===== src/clnw_pkg.sv =====
`default_nettype none

package clnw_pkg;

    localparam int unsigned QDEPTH = 2;
    localparam int unsigned QPW    = $clog2(QDEPTH);

    localparam logic [2:0] REQ_PRINT  = 3'd0;
    localparam logic [2:0] REQ_RAW    = 3'd1;
    localparam logic [2:0] REQ_SETCUR = 3'd2;
    localparam logic [2:0] REQ_CLEAR  = 3'd3;
    localparam logic [2:0] REQ_GOTO   = 3'd4;

    localparam logic [7:0] CURSOR_HOME = 8'h80;
    localparam logic [7:0] CMD_CLEAR   = 8'h01;

    localparam int unsigned PAW = 3;
    localparam logic [PAW-1:0] ADDR_DISPLAY_MODE = 3'd0;

    typedef struct packed {
        logic [7:0] byte0;
        logic       rs0;
        logic [7:0] byte1;
        logic       rs1;
        logic       four;
        logic [7:0] cursor;
    } t_job;

    function automatic logic [7:0] wrap_cursor(input logic mode, input logic [7:0] a);
        logic [7:0] r;
        r = a;
        if (mode) begin
            unique case (a)
                8'h94:   r = 8'hC0;
                8'hD4:   r = 8'h94;
                8'hA8:   r = 8'hD4;
                8'hE8:   r = 8'h80;
                default: r = a;
            endcase
        end else begin
            unique case (a)
                8'h90:   r = 8'hC0;
                8'hD0:   r = 8'h80;
                default: r = a;
            endcase
        end
        return r;
    endfunction

endpackage

`default_nettype wire


===== src/clnw_front.sv =====
`default_nettype none

module clnw_front import clnw_pkg::*; (
    input  wire logic       i_clk,
    input  wire logic       i_rst_n,
    input  wire logic       i_display_mode,
    input  wire logic       i_valid,
    output logic            o_stall,
    input  wire logic [2:0] i_req_type,
    input  wire logic [7:0] i_value,
    input  wire logic       i_q_full,
    output logic            o_push,
    output t_job            o_job
);

    logic [7:0] r_cursor;
    logic [7:0] n_cursor;
    logic [7:0] wrapped;
    logic       emits;
    logic       accept;

    assign o_stall = i_q_full;
    assign accept  = i_valid & ~i_q_full;
    assign wrapped = wrap_cursor(i_display_mode, r_cursor);

    always_comb begin
        n_cursor    = r_cursor;
        emits       = 1'b0;
        o_job       = '0;
        o_job.byte0 = i_value;
        unique case (i_req_type)
            REQ_PRINT: begin
                o_job.byte0 = wrapped;
                o_job.byte1 = i_value;
                o_job.rs1   = 1'b1;
                o_job.four  = 1'b1;
                n_cursor    = wrapped + 8'd1;
                emits       = 1'b1;
            end
            REQ_RAW: begin
                emits = 1'b1;
            end
            REQ_SETCUR: begin
                n_cursor = i_value;
            end
            REQ_CLEAR: begin
                o_job.byte0 = CMD_CLEAR;
                n_cursor    = CURSOR_HOME;
                emits       = 1'b1;
            end
            REQ_GOTO: begin
                n_cursor = i_value;
                emits    = 1'b1;
            end
            default: begin
                emits = 1'b0;
            end
        endcase
        o_job.cursor = n_cursor;
    end

    assign o_push = accept & emits;

    always_ff @(posedge i_clk) begin
        if (!i_rst_n) begin
            r_cursor <= CURSOR_HOME;
        end else if (accept) begin
            r_cursor <= n_cursor;
        end
    end

endmodule

`default_nettype wire


===== src/clnw_fifo.sv =====
`default_nettype none

module clnw_fifo import clnw_pkg::*; (
    input  wire logic i_clk,
    input  wire logic i_rst_n,
    input  wire logic i_push,
    input  wire t_job i_data,
    output logic      o_full,
    input  wire logic i_pop,
    output t_job      o_data,
    output logic      o_empty
);

    t_job           r_mem [QDEPTH];
    logic [QPW-1:0] r_wr_ptr;
    logic [QPW-1:0] r_rd_ptr;
    logic [QPW:0]   r_count;

    assign o_full  = (r_count == (QPW+1)'(QDEPTH));
    assign o_empty = (r_count == '0);
    assign o_data  = r_mem[r_rd_ptr];

    always_ff @(posedge i_clk) begin
        if (!i_rst_n) begin
            r_wr_ptr <= '0;
            r_rd_ptr <= '0;
            r_count  <= '0;
        end else begin
            if (i_push) begin
                r_wr_ptr <= r_wr_ptr + QPW'(1);
            end
            if (i_pop) begin
                r_rd_ptr <= r_rd_ptr + QPW'(1);
            end
            if (i_push && !i_pop) begin
                r_count <= r_count + (QPW+1)'(1);
            end else if (!i_push && i_pop) begin
                r_count <= r_count - (QPW+1)'(1);
            end
        end
    end

    always_ff @(posedge i_clk) begin
        if (i_push) begin
            r_mem[r_wr_ptr] <= i_data;
        end
    end

endmodule

`default_nettype wire


===== src/clnw_back.sv =====
`default_nettype none

module clnw_back import clnw_pkg::*; (
    input  wire logic i_clk,
    input  wire logic i_rst_n,
    input  wire t_job i_q_data,
    input  wire logic i_q_empty,
    output logic      o_pop,
    output logic       o_valid,
    input  wire logic  i_stall,
    output logic [3:0] o_nibble,
    output logic       o_reg_select,
    output logic       o_last,
    output logic [7:0] o_cursor_after
);

    logic       r_busy;
    logic [1:0] r_idx;
    t_job       r_job;
    logic [7:0] cur_byte;
    logic       done;
    logic       load;

    assign cur_byte       = r_idx[1] ? r_job.byte1 : r_job.byte0;
    assign o_nibble       = r_idx[0] ? cur_byte[3:0] : cur_byte[7:4];
    assign o_reg_select   = r_idx[1] ? r_job.rs1 : r_job.rs0;
    assign o_last         = r_job.four ? (r_idx == 2'd3) : (r_idx == 2'd1);
    assign o_cursor_after = r_job.cursor;
    assign o_valid        = r_busy;

    assign done  = r_busy & ~i_stall & o_last;
    assign load  = ~i_q_empty & (~r_busy | done);
    assign o_pop = load;

    always_ff @(posedge i_clk) begin
        if (!i_rst_n) begin
            r_busy <= 1'b0;
            r_idx  <= 2'd0;
        end else if (load) begin
            r_busy <= 1'b1;
            r_idx  <= 2'd0;
        end else if (done) begin
            r_busy <= 1'b0;
        end else if (r_busy && !i_stall) begin
            r_idx <= r_idx + 2'd1;
        end
    end

    always_ff @(posedge i_clk) begin
        if (load) begin
            r_job <= i_q_data;
        end
    end

    a_two_nibble_bound: assert property (@(posedge i_clk) disable iff (!i_rst_n)
        (r_busy && !r_job.four) |-> !r_idx[1])
        else $error("two-nibble request ran past its second nibble");

    a_drain_idle: assert property (@(posedge i_clk) disable iff (!i_rst_n)
        (done && i_q_empty) |=> !o_valid)
        else $error("output stayed valid after the last nibble with an empty queue");

    a_load_starts: assert property (@(posedge i_clk) disable iff (!i_rst_n)
        load |=> (o_valid && r_idx == 2'd0))
        else $error("a loaded request did not start at its first nibble");

endmodule

`default_nettype wire


===== src/char_lcd_nibble_writer_top.sv =====
// With the back end idle, an accepted request is first registered in the queue and
// then loaded into the back end's job register, after which its first nibble is valid.
// The back end sends one nibble per cycle while i_stall is low: a print request sends
// four nibbles, a raw command, clear or go-to two, and a silent cursor set none.
// The two-entry queue lets the front keep accepting requests while nibbles stall, until it fills.
// Reset is synchronous and active low: the cursor returns to 0x80, the mode to
// 16x2 wrapping, and the queue and the output empty.
`default_nettype none

module char_lcd_nibble_writer_top import clnw_pkg::*; (
    input  wire logic           i_clk,
    input  wire logic           i_rst_n,
    input  wire logic           psel,
    input  wire logic           penable,
    input  wire logic           pwrite,
    input  wire logic [PAW-1:0] paddr,
    input  wire logic [31:0]    pwdata,
    output logic [31:0]         prdata,
    output logic                pready,
    input  wire logic           i_valid,
    output logic                o_stall,
    input  wire logic [2:0]     i_req_type,
    input  wire logic [7:0]     i_value,
    output logic                o_valid,
    input  wire logic           i_stall,
    output logic [3:0]          o_nibble,
    output logic                o_reg_select,
    output logic                o_last,
    output logic [7:0]          o_cursor_after
);

    logic r_display_mode;
    logic q_full;
    logic q_empty;
    logic push;
    logic pop;
    t_job job_in;
    t_job job_out;

    assign pready = 1'b1;
    assign prdata = (paddr == ADDR_DISPLAY_MODE) ? {31'd0, r_display_mode} : 32'd0;

    always_ff @(posedge i_clk) begin
        if (!i_rst_n) begin
            r_display_mode <= 1'b0;
        end else if (psel && penable && pwrite && paddr == ADDR_DISPLAY_MODE) begin
            r_display_mode <= pwdata[0];
        end
    end

    clnw_front u_front (
        .i_clk          (i_clk),
        .i_rst_n        (i_rst_n),
        .i_display_mode (r_display_mode),
        .i_valid        (i_valid),
        .o_stall        (o_stall),
        .i_req_type     (i_req_type),
        .i_value        (i_value),
        .i_q_full       (q_full),
        .o_push         (push),
        .o_job          (job_in)
    );

    clnw_fifo u_fifo (
        .i_clk   (i_clk),
        .i_rst_n (i_rst_n),
        .i_push  (push),
        .i_data  (job_in),
        .o_full  (q_full),
        .i_pop   (pop),
        .o_data  (job_out),
        .o_empty (q_empty)
    );

    clnw_back u_back (
        .i_clk          (i_clk),
        .i_rst_n        (i_rst_n),
        .i_q_data       (job_out),
        .i_q_empty      (q_empty),
        .o_pop          (pop),
        .o_valid        (o_valid),
        .i_stall        (i_stall),
        .o_nibble       (o_nibble),
        .o_reg_select   (o_reg_select),
        .o_last         (o_last),
        .o_cursor_after (o_cursor_after)
    );

endmodule

`default_nettype wire

===== config.mk =====
export PLATFORM = sky130hd
export DESIGN_NAME = char_lcd_nibble_writer_top
export DESIGN_NICKNAME = d
export VERILOG_FILES = /design/src/clnw_pkg.sv /design/src/clnw_front.sv /design/src/clnw_fifo.sv /design/src/clnw_back.sv /design/src/char_lcd_nibble_writer_top.sv
export SDC_FILE = /design/constraint.sdc
export NUM_CORES = 1
export LEC_CHECK = 0
export ABC_AREA = 1
export BUFFER_PORTS_ARGS = -buffer_cell sky130_fd_sc_hd__clkbuf_2
export CAP_MARGIN = 20
export CORE_MARGIN = 4
export CORE_UTILIZATION = 40
export CTS_CLUSTER_DIAMETER = 30
export DETAILED_ROUTE_END_ITERATION = 8
export PLACE_DENSITY = 0.71
export SLEW_MARGIN = 15
export SYNTH_ARGS = -nofsm -noshare
export SYNTH_HDL_FRONTEND = slang
export SYNTH_HIERARCHICAL = 1
export SYNTH_SLANG_ARGS = --single-unit

===== constraint.sdc =====
create_clock -name i_clk -period 3.9 [get_ports i_clk]
set_clock_uncertainty 0.2 [all_clocks]
set_input_delay 0.195 -clock i_clk [delete_from_list [all_inputs] [get_ports i_clk]]
set_output_delay 0.195 -clock i_clk [all_outputs]
set_load 0.01 [all_outputs]

### Word level (Yosys, flattened, before mapping)

Memory sizes are Yosys's and may differ from the RTL's. A register that Yosys moved wholly into a read port is not among the register bits.
Index checks and enable logic that the tools add are counted.

| operators by class | value |
|---|---|
| $add $sub $neg | 6 |
| equal/unequal tests | 13 |
| multiplexer cells | 18 |
| bitwise gates (word level) | 12 |
| reductions and logical operators | 18 |

Operators with widths:

| kind | count |
|---|---|
| 8-bit == test, second input constant | 6 |
| 8-bit case mux with 2 select lines | 2 |
| 8-bit case mux with 4 select lines | 1 |
| 8-bit case mux with 3 select lines | 1 |
| 8-bit two-way mux | 2 |
| 10-bit two-way mux | 1 |
| 8-bit by 1-bit adder with 8-bit output, second input constant | 1 |
| 1-bit two-way mux | 8 |
| 3-bit by 2-bit == test with 1-bit output, second input constant | 2 |
| 1-bit logical AND | 6 |
| 3-bit logical NOT | 2 |
| 1-bit NOT | 6 |
| 1-bit bitwise AND | 5 |
| 2-bit by 1-bit adder with 2-bit output, second input constant | 2 |
| 2-bit == test, second input constant | 2 |
| 2-bit two-way mux | 2 |
| 4-bit two-way mux | 1 |
| 2-bit nonzero test | 2 |
| 2-bit OR reduction | 2 |
| 4-bit OR reduction | 1 |
| 3-bit by 1-bit == test with 1-bit output, second input constant | 1 |
| 3-bit == test, second input constant | 1 |
| 1-bit logical NOT | 3 |
| 1-bit adder, second input constant | 2 |
| other kinds (5) | 5 |

| word-level totals | value |
|---|---|
| bits in registers | 17 |
| RAM bits | 52 |
| input port bits | 53 |
| memories kept | 1 |

Memories:

| memory | depth | bits a word | read ports | clocked after Yosys merged registers in | wr ports | line | source |
|---|---|---|---|---|---|---|---|
| u_fifo.r_mem | 2 | 26 | 1 | 1 | 1 | clnw_fifo.sv:14 | `t_job r_mem [QDEPTH];` |

### Longest topological paths before layout

| logic depth | value |
|---|---|
| depth in word-level cells | 8 |
| gate-level depth with buffers | 15 |

### Hierarchy

Netlist, hierarchy kept.

Modules (own cells, without submodules):

| module | instances | cells an instance | area an instance (µm²) | seq. area each (µm²) |
|---|---|---|---|---|
| clnw_fifo | 1 | 119 | 2279.7 | 1721.7 |
| clnw_back | 1 | 88 | 1166.1 | 870.8 |
| clnw_front | 1 | 204 | 1084.8 | 160.2 |
| char_lcd_nibble_writer_top | 1 | 48 | 330.3 | 20.0 |

### Worst setup path after synthesis

Ideal clock, no wire load.

| timing path | value |
|---|---|
| kind | register to register |
| from | register u_fifo.r_count[1] |
| to | memory u_fifo/r_mem[0][0] (netlist name), enable pin |
| arrival time | 2.403 ns |
| setup slack | 0.887 ns |
| stages on the path, launching flop included | 9 |
| cell sequence | dfxtp_1 inv_1 nor2_1 nor2_1 inv_1 clkbuf_1 a21oi_1 inv_1 nor2_1 |

| on the way | value |
|---|---|
| word-level cells in the longest chain between the ends | 6 |

Ends and longest elaborated chain:

| what | line | source |
|---|---|---|
| from (decl) | clnw_fifo.sv:17 | `logic [QPW:0] r_count;` |
| from (signal assigned) | clnw_fifo.sv:36 | `r_count <= r_count + (QPW+1)'(1);` |
| from (signal assigned) | clnw_fifo.sv:38 | `r_count <= r_count - (QPW+1)'(1);` |
| 2-bit == test | clnw_fifo.sv:19 | `assign o_full = (r_count == (QPW+1)'(QDEPTH));` |
| named net q_full | char_lcd_nibble_writer_top.sv:33 | `logic q_full;` |
| 1-bit NOT | clnw_front.sv:23 | `assign accept = i_valid & ~i_q_full;` |
| 1-bit bitwise AND | clnw_front.sv:23 |  |
| 1-bit bitwise AND | clnw_front.sv:62 | `assign o_push = accept & emits;` |
| named net push | char_lcd_nibble_writer_top.sv:35 | `logic push;` |
| 1-bit two-way mux | clnw_fifo.sv:44 | `if (i_push) begin` |
| 1-bit two-way mux (not written as such) | clnw_fifo.sv:45 | `r_mem[r_wr_ptr] <= i_data;` |
| to (decl) | clnw_fifo.sv:14 |  |

The timed path passes the listed nets, and every way through them passes these cells.

### Final worst setup path

| timing path | value |
|---|---|
| from | register u_fifo.r_count[0] |
| to | memory u_fifo/r_mem[0][10] (netlist name), enable pin |

| on the way | value |
|---|---|
| word-level cells in the longest chain between the ends | 6 |

Ends and longest elaborated chain:

| what | line |
|---|---|
| 2-bit == test | clnw_fifo.sv:19 |
| 1-bit NOT | clnw_front.sv:23 |
| 1-bit bitwise AND | clnw_front.sv:23 |
| 1-bit bitwise AND | clnw_front.sv:62 |
| named net push | char_lcd_nibble_writer_top.sv:35 |
| 1-bit two-way mux | clnw_fifo.sv:44 |
| 1-bit two-way mux (not written as such) | clnw_fifo.sv:45 |

The timed path passes the listed nets, and every way through them passes these cells.

==> results by group <==
Critical path
  – Reg2reg setup slack: around 1 ns
  – Crit path DAT: between 2 and 3 ns
  – Crit Path Class: reg2reg
  – CP startpoint: u_fifo/r_count[0]
  – RR Endpoint: u_fifo/r_mem[0][10]
  – Reg2reg path depth: 7
  – Critical Path RT: 3.71 ns
  – Crit end category: flop
  – FF-to-FF Start: u_fifo/r_count[0]
  – CP Max Fanout: 25
  – Crit start category: flop

Clock network
  – Register clock-pin slew on the reported worst setup and hold paths: 0.07 ns
  – CTS tree: done
  – CTS max path bufs: 2
  – Root Buffer: clkbuf_16
  – Cts bufs inserted: 9
  – CTS H-tree depth: 3
  – # clock sinks: 98
  – # resized after CTS: 0
  – Clk_lat worst skew: around 0.34 ns

Die
  – Chip Height: 118 µm
  – Die W: between 100 and 150 µm
  – Initial core utilization: 0.417
  – Core area: ~12000 µm²
  – Die area: between 10000 and 15000 µm²
  – Row count: 39
  – Ports: ~100

Timing
  – Worst Tran Pin Value: approximately 0.62 ns
  – RSZ-0062 raised after global routing: false
  – Final Max Slew Viols: 0
  – Slew HR: 0.583
  – Tcrit/Tclk final: 0.736
  – Final worst slack: around 1.0 ns
  – Setup tns final: 0 ns
  – F_max: ~350 MHz
  – Hold Fails Final Rpt: 0
  – Min Hold Slack: 0.0356 ns
  – # setup viols final: 0
  – Min Tclk post-route: 2.87 ns

Drt
  – Number of DRC markers in iteration 0: around 210
  – Drt drc: 0
  – Vias: 3040
  – First-pass iteration count of the detailed router: 5
  – Drt via density: 4.73
  – Final WL: between 8000 and 9000 µm
  – Avg WL per Cell: between 10 and 15 µm
  – Final ANT Viol Nets: 0

GRT
  – Largest net degree at the start of global routing: 30
  – Gr usage total: 0.132
  – Vias in the first global route: 2966
  – Initial antenna violation count: 0
  – First-pass GRT wire length: around 15000 µm
  – Total grt overflow: 0

Layout
  – Ant. Diodes: 0
  – Final nets: 550
  – Layout cells sized above 1: 0.230
  – Fillers: 1071
  – Area grow syn2layout: 9.45%

Placed design
  – RePlAce Congestion: ~0.9
  – Hpwl dp: about 6600 µm
  – IO buf count: 38
  – DP Worst Slack: about 1.1 ns

Synthesis
  – Post-synth EDFFs: about 80
  – Register bit count reported by yosys: 98
  – Synth warnings: 6
  – Post-synth cell types: 34
  – Synth Cell Area: roughly 5000 µm²
  – Synth async-reset ratio: 0
  – Sequential share of the synthesized area: 0.570
  – Main synth FF type: edfxtp_1
  – Synthesized instance count: between 400 and 500
  – Mean post-synth cell area: around 11 µm²

Min path
  – Endpoint with the worst hold slack: u_fifo/r_wr_ptr
  – HP Class: in2reg
  – Hold path depth: 3
  – HP Start: i_rst_n

Power
  – Worst VDD drop: approximately 280 µV
  – Leakage: between 2 and 2.5 nW
  – PwrDens: between 600 and 700 nW/µm²

Job
  – Max cap viols: 0

Status
  – Status: finished, final reports clean
## cell usage after synthesis, drive strengths merged, types with 2 or more instances
library cell,number,area [µm²]
a21oi,15,75.1
edfxtp,81,2430
o21ai,24,120
o211ai,3,22.5
nor2,58,245
nand4,6,37.5
nand3,22,120
clkbuf,4,15.0
inv,59,221
o22ai,8,50.1
ha,2,25.0
buf,48,387
and2,2,13.8
nand2,75,319
dfxtp,17,340
conb,3,11.3
mux2,27,379
## worst max path at each step
stage | end | slack (ns) | cells after the start
CTS | u_fifo/r_mem[1][10] | 1.08 | 8
global placement | u_fifo/r_mem[0][2] | 1.17 | 8
floorplan | u_fifo/r_mem[0][0] | 0.89 | 8
detailed placement | u_fifo/r_mem[0][2] | 1.10 | 8
finish | u_fifo/r_mem[0][10] | 1.03 | 7
global route | u_fifo/r_mem[1][0] | 0.78 | 8
## worst max-delay path: stages (launching register included)
cell and delay (ns):
dfxtp_1 0.38, nor2_1 0.08, nor2_1 0.44, inv_1 0.34, a21oi_1 0.46, inv_1 0.10, nor2_2 0.15, buf_4 0.36
## metal layers
| metal | global-route usage | up-vias | part of all wire |
|---|---|---|---|
| met1 | 0.160 | 1380 | 0.44 |
| met2 | 0.222 | 109 | 0.47 |
| met4 | 0.0689 | 0 | 0.026 |
| met5 | 0 | - | 0 |
| met3 | 0.0287 | 15 | 0.063 |
| li1 | - | 1536 | - |
## cell usage in the layout (no fill, tap or decap), types with 3 or more instances in the layout
master / instances
a21oi_1: 15
buf_4: 5
clkbuf_16: 9
clkbuf_2: 38
conb_1: 33
dfxtp_1: 17
dlygate4sd3_1: 3
edfxtp_1: 81
inv_1: 53
inv_2: 6
mux2_2: 7
mux2_4: 20
nand2_1: 66
nand2_2: 6
nand2_4: 3
nand3_1: 20
nand4_1: 6
nor2_1: 48
nor2_2: 9
o211ai_1: 3
o21ai_0: 22
o22ai_1: 8
## through the flow
stage                     std cells  total power [mW]  utilization  area, µm²
after floorplan                 489              2.28            -       4970
after global placement          623              2.40        0.427       4980
after detailed placement        624              2.44        0.428       5000
after CTS                       643              3.31        0.456       5320
after global routing            643              3.47        0.456       5320
final                           643              3.28        0.456       5320
## registers in the layout (all words and copies together) (netlist names), named ones only
| name | count |
|---|---|
| r_display_mode | 1 |
| u_fifo/r_mem | 54 |
| u_fifo/r_count | 2 |
| u_back/o_valid | 1 |
| u_back/r_job | 19 |
| u_fifo/r_rd_ptr | 1 |
| u_front/r_cursor | 8 |
| u_back/r_idx | 2 |
| u_fifo/r_wr_ptr | 1 |
| u_back/o_cursor_after | 8 |
## area by class of cell
class                      count  area (µm²)  share of cell area
clock inverter                 7        68.8              0.0129
multi-input combinational    280        1580               0.297
inverter                      59         221              0.0416
clock buffer                   9         225              0.0423
sequential                    98        2770               0.521
tap                          143         179              0.0336
timing repair buffer          47         273              0.0513
## cells by family after synthesis
kind of cell    count (synthesis)  synth area share
simple gates                  166             0.158
buf+inv                       111             0.128
compound gates                 52            0.0584
mux                            27            0.0780
flops                          98             0.570
fa+ha+maj                       2           0.00515
other cells                     3           0.00232
## power by group
part	switching, mW	leakage (nW)	internal [mW]
clock	0.373	0.145	0.496
sequential	0.118	0.897	1.43
combinational	0.492	1.20	0.367
total	0.983	2.25	2.29
## timing repair
item	in CTS	in global routing
hold buffers	3	0
endpoints found under the hold margin	1	0
setup buffers	0	0
Note: power is estimated with default switching activity, not from simulation.
